`src/hw/rtl/trsw_pkg.sv`:
```
// ----------------------------------------------------------------------------
// trsw_pkg
// Shared types and constants of the transparent run strip writer.
// ----------------------------------------------------------------------------
`default_nettype none

package trsw_pkg;

   // display controller command codes
   localparam logic [7:0] CMD_COLUMN_ADDR = 8'h2A;
   localparam logic [7:0] CMD_PAGE_ADDR   = 8'h2B;
   localparam logic [7:0] CMD_MEM_WRITE   = 8'h2C;

   localparam int PIXEL_W = 16;
   localparam int COORD_W = 16;
   localparam int COUNT_W = 10;
   localparam int SIZE_W  = 11;
   localparam int CSR_IDX_W  = 3;
   localparam int CSR_DATA_W = 16;

   localparam logic [SIZE_W-1:0]  SIZE_MAX  = 11'd1024;
   localparam logic [PIXEL_W-1:0] KEY_RESET = 16'hF81F;

   // header bytes ahead of the pixel bytes of a strip
   localparam int HDR_BYTES = 12;

   typedef enum logic [CSR_IDX_W-1:0] {
      REG_ORIGIN_X     = 3'd0,
      REG_ORIGIN_Y     = 3'd1,
      REG_SPRITE_WIDTH = 3'd2,
      REG_SPRITE_HEIGHT= 3'd3,
      REG_KEY_COLOR    = 3'd4
   } csr_index_type;

   typedef struct packed {
      logic accept;   // pixel beat taken this cycle
      logic load;     // next strip byte goes into the output register
   } dp_cmd_type;

   typedef struct packed {
      logic strip;       // pixel on the input ends a strip
      logic final_byte;  // current byte index is the last of the strip
   } dp_status_type;

endpackage : trsw_pkg

`default_nettype wire

```
`src/hw/rtl/trsw_ifs.sv`:
```
// ----------------------------------------------------------------------------
// trsw channel interfaces
// Pixel input stream and display bus byte stream, valid/ready handshake.
// ----------------------------------------------------------------------------
`default_nettype none

interface trsw_pix_if;
   logic        valid;
   logic        ready;
   logic [15:0] pixel_color;

   modport source (output valid, output pixel_color, input ready);
   modport sink   (input valid, input pixel_color, output ready);
   modport mon    (input valid, input pixel_color, input ready);
endinterface : trsw_pix_if

interface trsw_byte_if;
   logic       valid;
   logic       ready;
   logic       is_data;
   logic [7:0] bus_byte;
   logic       last_of_run;

   modport source (output valid, output is_data, output bus_byte, output last_of_run,
                   input ready);
   modport sink   (input valid, input is_data, input bus_byte, input last_of_run,
                   output ready);
   modport mon    (input valid, input is_data, input bus_byte, input last_of_run,
                   input ready);
endinterface : trsw_byte_if

`default_nettype wire

```
`src/hw/rtl/trsw_ctrl.sv`:
```
// ----------------------------------------------------------------------------
// trsw_ctrl
// Sequencer: takes pixels while idle, then walks the bytes of a strip.
// ----------------------------------------------------------------------------
`default_nettype none

module trsw_ctrl
   import trsw_pkg::*;
#(
   parameter int CNT_W = 6
) (
   input  wire logic          clock,
   input  wire logic          reset,
   input  wire logic          req_valid,
   output      logic          req_ready,
   output      logic          rsp_valid,
   input  wire logic          rsp_ready,
   input  wire dp_status_type status,
   output      dp_cmd_type    cmd,
   output      logic [CNT_W-1:0] byte_idx
);

   typedef enum logic [1:0] {
      ST_IDLE = 2'b01,
      ST_EMIT = 2'b10
   } state_type;

   state_type        state_ff, state_in;
   logic [CNT_W-1:0] idx_ff, idx_in;
   logic             valid_ff, valid_in;
   logic             load;
   logic             accept;

   assign req_ready = (state_ff == ST_IDLE);
   assign accept    = req_valid && req_ready;
   assign load      = (state_ff == ST_EMIT) && (!valid_ff || rsp_ready);

   always_comb begin
      state_in = state_ff;
      idx_in   = idx_ff;
      unique case (state_ff)
         ST_IDLE: begin
            if (accept && status.strip) begin
               state_in = ST_EMIT;
               idx_in   = '0;
            end
         end
         ST_EMIT: begin
            if (load) begin
               idx_in = idx_ff + 1'b1;
               if (status.final_byte) begin
                  state_in = ST_IDLE;
               end
            end
         end
         default: begin
            state_in = ST_IDLE;
         end
      endcase
   end

   // output register holds a beat until the bus takes it
   always_comb begin
      valid_in = valid_ff;
      if (load) begin
         valid_in = 1'b1;
      end else if (rsp_ready) begin
         valid_in = 1'b0;
      end
   end

   always_ff @(posedge clock) begin
      if (reset) begin
         state_ff <= ST_IDLE;
         idx_ff   <= '0;
         valid_ff <= 1'b0;
      end else begin
         state_ff <= state_in;
         idx_ff   <= idx_in;
         valid_ff <= valid_in;
      end
   end

   assign rsp_valid  = valid_ff;
   assign cmd.accept = accept;
   assign cmd.load   = load;
   assign byte_idx   = idx_ff;

endmodule : trsw_ctrl

`default_nettype wire

```
`src/hw/rtl/trsw_dp.sv`:
```
// ----------------------------------------------------------------------------
// trsw_dp
// Datapath: registers, sprite counters, run store, strip window and byte mux.
// ----------------------------------------------------------------------------
`default_nettype none

module trsw_dp
   import trsw_pkg::*;
#(
   parameter int MAX_RUN = 24,
   parameter int CNT_W   = 6
) (
   input  wire logic                  clock,
   input  wire logic                  reset,
   input  wire logic                  csr_we,
   input  wire logic [CSR_IDX_W-1:0]  csr_index,
   input  wire logic [CSR_DATA_W-1:0] csr_data,
   input  wire logic [PIXEL_W-1:0]    pixel_color,
   input  wire dp_cmd_type            cmd,
   input  wire logic [CNT_W-1:0]      byte_idx,
   output      dp_status_type         status,
   output      logic                  is_data,
   output      logic [7:0]            bus_byte,
   output      logic                  last_of_run
);

   localparam int RUN_W  = $clog2(MAX_RUN + 1);
   localparam int ADDR_W = (MAX_RUN > 1) ? $clog2(MAX_RUN) : 1;
   localparam logic [RUN_W-1:0]  RUN_FULL = RUN_W'(MAX_RUN);
   localparam logic [ADDR_W-1:0] ADDR_TOP = ADDR_W'(MAX_RUN - 1);

   // last index of a dimension, with out-of-range sizes clamped to 1..1024
   function automatic logic [COUNT_W-1:0] last_index(input logic [SIZE_W-1:0] size);
      logic [SIZE_W-1:0] m1;
      m1 = size - 1'b1;
      if (size == '0) begin
         last_index = '0;
      end else if (size > SIZE_MAX) begin
         last_index = '1;
      end else begin
         last_index = m1[COUNT_W-1:0];
      end
   endfunction

   logic [COORD_W-1:0] origin_x_ff, origin_y_ff;
   logic [SIZE_W-1:0]  width_ff, height_ff;
   logic [PIXEL_W-1:0] key_ff;

   logic [COUNT_W-1:0] col_ff, col_in, row_ff, row_in, start_ff, start_in;
   logic [RUN_W-1:0]   run_len_ff, run_len_in;

   logic [PIXEL_W-1:0] store_mem [MAX_RUN];
   logic [PIXEL_W-1:0] rd_ff;
   logic [ADDR_W-1:0]  pix_idx_ff, pix_idx_in;

   logic [RUN_W-1:0]   strip_len_ff;
   logic [COORD_W-1:0] x1_ff, x2_ff, y_ff;
   logic               data_ff;
   logic [7:0]         byte_ff;
   logic               last_ff;

   logic               opaque, room, row_end, strip;
   logic [RUN_W-1:0]   grown_len, strip_len;
   logic [COUNT_W-1:0] start_col;
   logic [CNT_W-1:0]   final_idx;
   logic               sel_data;
   logic [7:0]         sel_byte;

   // configuration registers
   always_ff @(posedge clock) begin
      if (reset) begin
         origin_x_ff <= '0;
         origin_y_ff <= '0;
         width_ff    <= SIZE_W'(1);
         height_ff   <= SIZE_W'(1);
         key_ff      <= KEY_RESET;
      end else if (csr_we) begin
         unique case (csr_index)
            REG_ORIGIN_X:      origin_x_ff <= csr_data;
            REG_ORIGIN_Y:      origin_y_ff <= csr_data;
            REG_SPRITE_WIDTH:  width_ff    <= csr_data[SIZE_W-1:0];
            REG_SPRITE_HEIGHT: height_ff   <= csr_data[SIZE_W-1:0];
            REG_KEY_COLOR:     key_ff      <= csr_data;
            default: begin
            end
         endcase
      end
   end

   // run bookkeeping for the pixel on the input
   assign opaque    = (pixel_color != key_ff);
   assign room      = (run_len_ff < RUN_FULL);
   assign row_end   = (col_ff >= last_index(width_ff));
   assign grown_len = run_len_ff + RUN_W'(room);
   assign start_col = (run_len_ff == '0) ? col_ff : start_ff;
   assign strip     = opaque ? ((grown_len >= RUN_FULL) || row_end) : (run_len_ff != '0);
   assign strip_len = opaque ? grown_len : run_len_ff;

   always_comb begin
      col_in     = col_ff;
      row_in     = row_ff;
      start_in   = start_ff;
      run_len_in = run_len_ff;
      if (cmd.accept) begin
         if (opaque) begin
            start_in   = start_col;
            run_len_in = grown_len;
         end
         if (strip) begin
            run_len_in = '0;
         end
         if (row_end) begin
            col_in = '0;
            row_in = (row_ff >= last_index(height_ff)) ? '0 : row_ff + 1'b1;
         end else begin
            col_in = col_ff + 1'b1;
         end
      end
   end

   always_ff @(posedge clock) begin
      if (reset) begin
         col_ff     <= '0;
         row_ff     <= '0;
         start_ff   <= '0;
         run_len_ff <= '0;
      end else begin
         col_ff     <= col_in;
         row_ff     <= row_in;
         start_ff   <= start_in;
         run_len_ff <= run_len_in;
      end
   end

   // strip window, captured with every accepted pixel; the pixel that closes the run sets it last
   always_ff @(posedge clock) begin
      if (cmd.accept) begin
         strip_len_ff <= strip_len;
         x1_ff <= origin_x_ff + COORD_W'(start_col);
         x2_ff <= origin_x_ff + COORD_W'(start_col) + COORD_W'(strip_len) - 1'b1;
         y_ff  <= origin_y_ff + COORD_W'(row_ff);
      end
   end

   // run store: one write port, registered read one pixel ahead of the bus
   always_comb begin
      pix_idx_in = pix_idx_ff;
      if (cmd.accept) begin
         pix_idx_in = '0;
      end else if (cmd.load && (byte_idx >= CNT_W'(HDR_BYTES)) && byte_idx[0]
                   && (pix_idx_ff != ADDR_TOP)) begin
         pix_idx_in = pix_idx_ff + 1'b1;
      end
   end

   always_ff @(posedge clock) begin
      if (reset) begin
         pix_idx_ff <= '0;
      end else begin
         pix_idx_ff <= pix_idx_in;
      end
   end

   always_ff @(posedge clock) begin
      if (cmd.accept && opaque && room) begin
         store_mem[run_len_ff[ADDR_W-1:0]] <= pixel_color;
      end
      rd_ff <= store_mem[pix_idx_in];
   end

   // byte of the strip at the current index
   always_comb begin
      sel_data = 1'b1;
      sel_byte = byte_idx[0] ? rd_ff[7:0] : rd_ff[15:8];
      unique case (byte_idx)
         CNT_W'(0): begin
            sel_data = 1'b0;
            sel_byte = CMD_COLUMN_ADDR;
         end
         CNT_W'(1):  sel_byte = x1_ff[15:8];
         CNT_W'(2):  sel_byte = x1_ff[7:0];
         CNT_W'(3):  sel_byte = x2_ff[15:8];
         CNT_W'(4):  sel_byte = x2_ff[7:0];
         CNT_W'(5): begin
            sel_data = 1'b0;
            sel_byte = CMD_PAGE_ADDR;
         end
         CNT_W'(6):  sel_byte = y_ff[15:8];
         CNT_W'(7):  sel_byte = y_ff[7:0];
         CNT_W'(8):  sel_byte = y_ff[15:8];
         CNT_W'(9):  sel_byte = y_ff[7:0];
         CNT_W'(10), CNT_W'(11): begin
            sel_data = 1'b0;
            sel_byte = CMD_MEM_WRITE;
         end
         default: begin
         end
      endcase
   end

   assign final_idx = CNT_W'(HDR_BYTES - 1) + CNT_W'({strip_len_ff, 1'b0});

   always_ff @(posedge clock) begin
      if (cmd.load) begin
         data_ff <= sel_data;
         byte_ff <= sel_byte;
         last_ff <= status.final_byte;
      end
   end

   assign status.strip      = strip;
   assign status.final_byte = (byte_idx == final_idx);
   assign is_data     = data_ff;
   assign bus_byte    = byte_ff;
   assign last_of_run = last_ff;

endmodule : trsw_dp

`default_nettype wire

```
`src/hw/rtl/transparent_run_strip_writer.sv`:
```
// ----------------------------------------------------------------------------
// transparent_run_strip_writer
// Color-key sprite writer: opaque pixel runs become window-and-write byte strips.
// ----------------------------------------------------------------------------
// Pixels arrive in row order, one per beat. A pixel that closes a run (color
// key after opaque pixels, an opaque pixel in the last column of a row, or a
// full run store of MAX_RUN pixels) starts a strip of 12 + 2*N bus bytes for
// a run of N pixels; the input is held off until the last byte of the strip
// has entered the output register. The bus byte register is the only limit:
// one byte per cycle while the bus is ready. The run store is a small memory
// with a registered read port, prefetched while the header goes out. The user
// must write configuration registers only while no strip is in flight; the
// block itself does not enforce this.
// ----------------------------------------------------------------------------
`default_nettype none

module transparent_run_strip_writer
   import trsw_pkg::*;
#(
   parameter int MAX_RUN = 24
) (
   input  wire logic                  clock,
   input  wire logic                  reset,
   input  wire logic                  csr_we,
   input  wire logic [CSR_IDX_W-1:0]  csr_index,
   input  wire logic [CSR_DATA_W-1:0] csr_data,
   trsw_pix_if.sink                   req_chan,
   trsw_byte_if.source                rsp_chan
);

   localparam int CNT_W = $clog2(HDR_BYTES + 2 * MAX_RUN);

   dp_cmd_type       cmd;
   dp_status_type    status;
   logic [CNT_W-1:0] byte_idx;

   trsw_ctrl #(
      .CNT_W (CNT_W)
   ) u_ctrl (
      .clock     (clock),
      .reset     (reset),
      .req_valid (req_chan.valid),
      .req_ready (req_chan.ready),
      .rsp_valid (rsp_chan.valid),
      .rsp_ready (rsp_chan.ready),
      .status    (status),
      .cmd       (cmd),
      .byte_idx  (byte_idx)
   );

   trsw_dp #(
      .MAX_RUN (MAX_RUN),
      .CNT_W   (CNT_W)
   ) u_dp (
      .clock       (clock),
      .reset       (reset),
      .csr_we      (csr_we),
      .csr_index   (csr_index),
      .csr_data    (csr_data),
      .pixel_color (req_chan.pixel_color),
      .cmd         (cmd),
      .byte_idx    (byte_idx),
      .status      (status),
      .is_data     (rsp_chan.is_data),
      .bus_byte    (rsp_chan.bus_byte),
      .last_of_run (rsp_chan.last_of_run)
   );

endmodule : transparent_run_strip_writer

`default_nettype wire

```
`src/flat_wrapper.sv`:
```
// flat-port wrapper written by rule: the top's interface ports become plain ports
module transparent_run_strip_writer_flat import trsw_pkg::*;
#(
   parameter int MAX_RUN = 24
)
  (clock, reset, csr_we, csr_index, csr_data, req_chan_valid, req_chan_pixel_color, req_chan_ready, rsp_chan_valid, rsp_chan_is_data, rsp_chan_bus_byte, rsp_chan_last_of_run, rsp_chan_ready);
  trsw_pix_if req_chan_i ();
  trsw_byte_if rsp_chan_i ();
  input  wire logic clock;
  input  wire logic reset;
  input  wire logic csr_we;
  input  wire logic [CSR_IDX_W-1:0] csr_index;
  input  wire logic [CSR_DATA_W-1:0] csr_data;
  input wire logic [$bits(req_chan_i.valid)-1:0] req_chan_valid;
  input wire logic [$bits(req_chan_i.pixel_color)-1:0] req_chan_pixel_color;
  output wire logic [$bits(req_chan_i.ready)-1:0] req_chan_ready;
  output wire logic [$bits(rsp_chan_i.valid)-1:0] rsp_chan_valid;
  output wire logic [$bits(rsp_chan_i.is_data)-1:0] rsp_chan_is_data;
  output wire logic [$bits(rsp_chan_i.bus_byte)-1:0] rsp_chan_bus_byte;
  output wire logic [$bits(rsp_chan_i.last_of_run)-1:0] rsp_chan_last_of_run;
  input wire logic [$bits(rsp_chan_i.ready)-1:0] rsp_chan_ready;
  assign req_chan_i.valid = req_chan_valid;
  assign req_chan_i.pixel_color = req_chan_pixel_color;
  assign req_chan_ready = req_chan_i.ready;
  assign rsp_chan_valid = rsp_chan_i.valid;
  assign rsp_chan_is_data = rsp_chan_i.is_data;
  assign rsp_chan_bus_byte = rsp_chan_i.bus_byte;
  assign rsp_chan_last_of_run = rsp_chan_i.last_of_run;
  assign rsp_chan_i.ready = rsp_chan_ready;
  transparent_run_strip_writer #(.MAX_RUN(MAX_RUN)) u_core (.clock(clock), .reset(reset), .csr_we(csr_we), .csr_index(csr_index), .csr_data(csr_data), .req_chan(req_chan_i), .rsp_chan(rsp_chan_i));
endmodule
```
`config.mk`:
```
export PLATFORM = sky130hd
export DESIGN_NAME = transparent_run_strip_writer_flat
export DESIGN_NICKNAME = d
export VERILOG_FILES = /design/src/hw/rtl/trsw_pkg.sv /design/src/hw/rtl/trsw_ifs.sv /design/src/hw/rtl/trsw_ctrl.sv /design/src/hw/rtl/trsw_dp.sv /design/src/hw/rtl/transparent_run_strip_writer.sv /design/src/flat_wrapper.sv
export SDC_FILE = /design/constraint.sdc
export NUM_CORES = 1
export LEC_CHECK = 0
export BUFFER_PORTS_ARGS = -buffer_cell sky130_fd_sc_hd__buf_2
export CAP_MARGIN = 20
export CORE_MARGIN = 1.5
export CORE_UTILIZATION = 55
export CTS_BUF_LIST = sky130_fd_sc_hd__clkbuf_8 sky130_fd_sc_hd__clkbuf_16
export DETAILED_ROUTE_END_ITERATION = 16
export GPL_TIMING_DRIVEN = 1
export PLACE_DENSITY = 0.71
export SKIP_LAST_GASP = 1
export SLEW_MARGIN = 20
export SYNTH_ARGS = -nofsm -noshare
export SYNTH_HDL_FRONTEND = slang
export SYNTH_SLANG_ARGS = --single-unit
```
`constraint.sdc`:
```
create_clock -name clock -period 6.6 [get_ports clock]
set_input_delay 1.65 -clock clock [delete_from_list [all_inputs] [get_ports clock]]
set_output_delay 1.65 -clock clock [all_outputs]
set_load 0.005 [all_outputs]
```
== Word-level counts from Yosys, hierarchy flattened ==
Memories as Yosys holds them, arrays and structs flattened. A register that Yosys moved wholly into a read port is not among the register bits.
Cells that the tools add are included.

* Register bits: 182
* Bits in latches: 0
* RAM bits: 384
* ROM bits: 0
* Output and inout bits: 12
* Logic and storage cells: 123
* Memories kept: 1

{| class="wikitable"
|+ Memories
! name !! words !! bits a word !! read ports !! clocked after memory_dff !! wr ports !! RTL line !! text
|-
| u_core.u_dp.store_mem || 24 || 16 || 1 || 1 || 1 || trsw_dp.sv:52 || <nowiki>logic [PIXEL_W-1:0] store_mem [MAX_RUN];</nowiki>
|}

* Add/subtract/negate cells: 12
* Multipliers: 0
* Div/mod/pow operators: 0
* $lt $le $gt $ge: 7
* Eq/ne operators: 23
* Shift operators: 0
* Muxes and demuxes: 28
* Bitwise gates (word level): 0
* Reductions and logical operators: 32

{| class="wikitable"
|+ Operator list
! operator !! count
|-
| $mux W10 || 9
|-
| $pmux W8 S9 || 1
|-
| $add A16 B10 Y16 || 2
|-
| $eq A6 B3 Y1 const B || 4
|-
| $eq A6 B4 Y1 const B || 4
|-
| $gt A11 B11 Y1 const B || 2
|-
| $logic_not A11 Y1 || 2
|-
| $add A10 B1 Y10 const B || 2
|-
| $ge A10 B10 Y1 || 2
|-
| $mux W5 || 4
|-
| $sub A10 B1 Y10 const B || 2
|-
| $add A16 B5 Y16 || 1
|-
| $ne A16 B16 Y1 || 1
|-
| $sub A16 B1 Y16 const B || 1
|-
| $reduce_and A2 Y1 || 7
|-
| $eq A6 B2 Y1 const B || 2
|-
| $mux W6 || 2
|-
| $pmux W6 S2 || 1
|-
| $logic_and A1 B1 Y1 || 8
|-
| $mux W8 || 1
|-
| $add A4 B6 Y6 const A || 1
|-
| $add A6 B1 Y6 const B || 1
|-
| $eq A3 B2 Y1 const B || 2
|-
| $eq A6 B1 Y1 const B || 1
|-
| 26 further kinds || 39
|}

== Depth between registers and ports, before layout ==
* Depth after elaboration: 9
* Gate-level depth with buffers: 26

== Cells and area by module ==
A second synthesis with hierarchy kept.

* Cell total of the unflattened synthesis: 1836
* Area, all modules: 25544.5 µm²

{| class="wikitable"
|+ Modules (own cells, without submodules)
! module !! instances !! cells each !! area each (µm²)
|-
| trsw_dp || 1 || 1787 || 25125.3
|-
| trsw_ctrl || 1 || 49 || 419.2
|}

== Least setup slack after synthesis ==
Ideal clock, no wire load.

* Path type: input to register
* Start point: in req_chan_pixel_color[0]
* End point: reg u_core.u_dp.x2_ff[13] (data pin)
* Data arrival time: 5082 ps
* Required time: 6336 ps
* Slack: 1254 ps
* Cell stages on the path: 17
* Path through: xor2_1 nor4_1 nand4_1 nand2_1 xnor2_1 inv_1 ha_1 fa_1 nand2b_1 a21oi_1 o211ai_1 a21oi_1 a221oi_2 a2111oi_2 mux2i_1 mux2i_1 xnor2_1

* Word-level cells in the longest chain between the ends: 4

{| class="wikitable"
|+ Ends and longest elaborated chain
! what !! RTL line !! text
|-
| from (decl) || flat_wrapper.sv:15 || <nowiki>input wire logic [$bits(req_chan_i.pixel_color)-1:0] req_chan_pixel_color;</nowiki>
|-
| $ne A16 B16 Y1 || trsw_dp.sv:91 || <nowiki>assign opaque = (pixel_color != key_ff);</nowiki>
|-
| $mux W5 || n/a ||
|-
| net u_core.u_dp.strip_len[2] || trsw_dp.sv:63 || <nowiki>logic [RUN_W-1:0] grown_len, strip_len;</nowiki>
|-
| $add A16 B5 Y16 || trsw_dp.sv:140 || <nowiki>x2_ff <= origin_x_ff + COORD_W'(start_col) + COORD_W'(strip_len) - 1'b1;</nowiki>
|-
| $sub A16 B1 Y16 || trsw_dp.sv:140 ||
|-
| to (signal assigned) || trsw_dp.sv:140 ||
|-
| to (decl) || trsw_dp.sv:57 || <nowiki>logic [COORD_W-1:0] x1_ff, x2_ff, y_ff;</nowiki>
|}

The timed path passes the listed nets, and every way through them passes these cells.
A chain may end at the register's enable or synchronous reset.

== Worst setup path in the final report ==
* Start point: in req_chan_pixel_color[7]
* End point: reg u_core.u_dp.x2_ff[13] (data pin)

* Word-level cells in the longest chain between the ends: 4

{| class="wikitable"
|+ Ends and longest elaborated chain
! what !! RTL line
|-
| $ne A16 B16 Y1 || trsw_dp.sv:91
|-
| $mux W5 || n/a
|-
| $add A16 B5 Y16 || trsw_dp.sv:140
|-
| $sub A16 B1 Y16 || trsw_dp.sv:140
|}

Every way passes these cells.

==> results.txt <==
top cell type by total area after synthesis: edfxtp_1
number of antenna violations at the first check in global routing: 0
Crit path required time: 6.95 ns
clock sink count: 582
cell with the most instances after synthesis: edfxtp_1
post-route worst setup slack: 0.650 ns
via count of the first global-routing pass: 17300
depth of the worst register-to-register path: 22
share of the yosys chip area belonging to registers: 0.619
number of nets in the synthesized netlist: 2358
net total in the final layout: 2396
Post-Synthesis Mean Instance Area: 11.6 µm²
class of the worst hold path: flop to flop
number of max-capacitance violations reported: 0
P per Cell Area: 278 nW/µm²
Inserted Clock Buffers: 59
post-route clock period utilization: 0.902
clock tree from TritonCTS: done
main combinational cell family by area after synthesis: simple AND/OR/NAND/NOR gates
arithmetic-cell share of the synthesized area counting full adders, half adders and majority gates: 0.0350
critical path startpoint category: primary input
Synth Instances: 2247
# DRC: 10
pre-CTS setup slack: 0.0978 ns
clk slew on worst S/H paths: 0.06 ns
Final Routed Wirelength: 66800 µm
synth-to-layout area growth: 11.7%
Synth Area in XOR/XNOR: 0.0340
proportion of synthesized flip-flops having asynchronous set or reset: 0
number of inserted filler cells in the final layout: 3616
via count normalized by instance count: 6.15
critical path cell sequence: buf_2 -> xor2_1 -> nor4_1 -> nand4_1 -> buf_4 -> mux2i_1 -> ha_1 -> inv_1 -> ha_1 -> inv_1 -> fa_1 -> nand2b_1 -> a21oi_1 -> o211ai_1 -> a21oi_1 -> a221oi_2 -> a2111oi_2 -> mux2i_1 -> mux2i_1 -> xnor2_1
minimum period implied by the final worst setup slack: 5.95 ns
Hold-fix buffers, CTS: 0
post-CTS setup-driven buffer insertion count: 0
HPWL Detailed: 42300 µm
level count of the clock H-tree: 2
maximum operating frequency: 168 MHz
final cell utilization of the core: 0.624
pin count of the biggest net entering global routing: 83
1st-iter DRT viols: 1637
global placer's final weighted congestion: 0.872
Post-Route Skew: 0.0445 ns
post-CTS sizing: 0
mapped cell area: 26000 µm²
peak ir drop on the vdd network: 0.192 mV
Design Area, Final: 29100 µm²
number of pins exceeding their max-slew limit in the final report: 0
Routed Antenna Nets: 0
floorplan die width: 221 µm
share of cells above drive strength 1: 0.106
slew of the pin with the lowest slew margin: 1.16 ns
Crit path arrival time: 6.30 ns
Leak: 10.2 nW
area post-placement: 27100 µm²
first-pass GRT wire length: 101000 µm
R2R setup slack: 0.83 ns
Final Hold Vio Count: 0
Bufs on Longest Clock Path: 3
area fraction in compound gates after synthesis: 0.134
overall die area: 48700 µm²
biggest fanout along the worst timing path: 25
area fraction in and, or, nand and nor cells after synthesis: 0.137
antenna diode count: 0
count of unique library cells instantiated by Yosys: 83
maximum cell stage delay along the critical path: 0.54 ns
final setup TNS: 0 ns
# rows: 79
Critical Path Most Common Cell: mux2i_1
ys flop type: edfxtp_1
Worst path slowest cell: nor4_1
area share of the largest cell type after synthesis: 0.515
critical path class: primary input to flop
list of most frequent post-synthesis cells: 447 x edfxtp_1, 389 x nand2_1, 161 x a211oi_1
flip-flop and latch count after synthesis: 582
cells taking the most area after synthesis: edfxtp_1 52%, dfxtp_1 10%, nand2_1 5.6%
worst hold path cell count: 2
via count: 18100
Placeable Area: 46700 µm²
length of the first detailed-routing pass in iterations: 11
CTS root buf: clkbuf_16
all-layer global routing usage: 0.276
initial core utilization: 0.558
YS warnings: 0
y dimension of the die: 221 µm
count of flip-flops with a built-in enable after synthesis: 447
WHS: 0.461 ns
mux cell area share after synthesis: 0.0123
global-route congestion overflow total: 0
unrepaired setup endpoints after global routing: no
I/O pin total: 52
count of input and output buffers: 51
setup-violating endpoint count in the final report: 0
average detailed-routed wire length per instance: 22.7 µm
status: complete, but fails checks
category of the worst setup path capture point: flop
failing checks: DRC
insertion delay to the later sink of the worst-skew pair: 0.65 ns
worst slew margin relative to its limit: 0.224
## registers in the layout, summed over array words and instances, names as in the netlist, 16 cells and up
name                     flops
u_core.u_dp.origin_y_ff     16
u_core.u_dp.store_mem      384
u_core.u_dp.y_ff            16
u_core.u_dp.x2_ff           16
u_core.u_dp.origin_x_ff     16
u_core.u_dp.x1_ff           16
u_core.u_dp.rd_ff           16
u_core.u_dp.key_ff          16
## logic make-up (layout without fill, tap and decap cells)
family / count (synthesis) / count (layout)
AOI/OAI and AO/OA: 502 / 502
xor gates and xnor gates: 99 / 99
adders and majority gates: 71 / 71
buffers and inverters: 191 / 280
DFF: 582 / 582
muxes: 31 / 31
and+or+nand+nor: 771 / 771
## stage by stage
stage | std cells | power (W)
2_1_floorplan | 2247 | 0.00460
3_3_place_gp | 2830 | 0.00482
3_5_place_dp | 2830 | 0.00483
4_1_cts | 2942 | 0.00811
5_1_grt | 2943 | 0.00832
6_report | 2943 | 0.00808
## layout by cell type, fill, tap and decap left out, types with 9 or more instances in the layout
cell / Yosys / routed
nor2b_1: 11 / 10
and2_0: 56 / 56
buf_2: 9 / 51
clkinv_2: 0 / 9
and3_1: 12 / 12
xnor2_1: 45 / 45
edfxtp_1: 447 / 447
nor3_1: 47 / 43
nor2_1: 101 / 85
o21ai_0: 27 / 27
buf_4: 1 / 50
nand3b_1: 17 / 17
clkinv_1: 2 / 13
nand2b_1: 11 / 11
ha_1: 68 / 68
inv_1: 57 / 73
a21oi_1: 120 / 119
and2_1: 49 / 49
a22oi_1: 19 / 19
a21o_1: 10 / 9
mux2i_1: 23 / 23
a211oi_1: 161 / 161
clkbuf_16: 0 / 59
xor2_1: 53 / 53
nor2_2: 0 / 15
nand4_1: 12 / 12
dfxtp_1: 135 / 135
a31oi_1: 51 / 51
nand3_1: 26 / 26
a311oi_1: 48 / 48
nand2_1: 389 / 389
## area by class of cell
class | instances | area [µm²] | share of cell area
inverter | 62 | 235 | 0.00808
tap | 607 | 759 | 0.0261
sequential | 582 | 16100 | 0.554
clock buffer | 62 | 1520 | 0.0521
clock inverter | 50 | 434 | 0.0149
multi-input combinational | 1474 | 9300 | 0.320
timing repair buffer | 106 | 731 | 0.0251
## path summary, 6_finish.rpt
path | end | from
max | u_core.u_dp.x2_ff[13] | req_chan_pixel_color[7]
min | u_core.u_dp.origin_y_ff[4] | u_core.u_dp.origin_y_ff[4]
max reg2reg | u_core.u_dp.x2_ff[14] | u_core.u_dp.run_len_ff[4]
min reg2reg | u_core.u_dp.origin_y_ff[4] | u_core.u_dp.origin_y_ff[4]
## power by group
group	internal (W)	switching, W	leakage, nW	total [W]
sequential	0.00409	0.0000683	5.17	0.00416
clock	0.00190	0.00142	1.00	0.00332
combinational	0.000219	0.000386	4.02	0.000604
total	0.00621	0.00187	10.2	0.00808
## per-layer routing
metal	track usage	wire [µm]	vias to the layer above
met5	0	0	-
met4	0.0919	2070	0
met3	0.0382	4970	128
met2	0.465	32700	726
met1	0.369	27100	8901
li1	-	-	8352
## critical path: cells and delay by family
| kind | cells | cell delay [ns] |
|---|---|---|
| buf+inv | 4 | 0.69 |
| compound gates | 5 | 1.28 |
| fa+ha+maj | 3 | 0.83 |
| simple gates | 3 | 0.90 |
| xor+xnor | 2 | 0.35 |
| mux | 3 | 0.58 |
(Power assumes the default switching activity.)
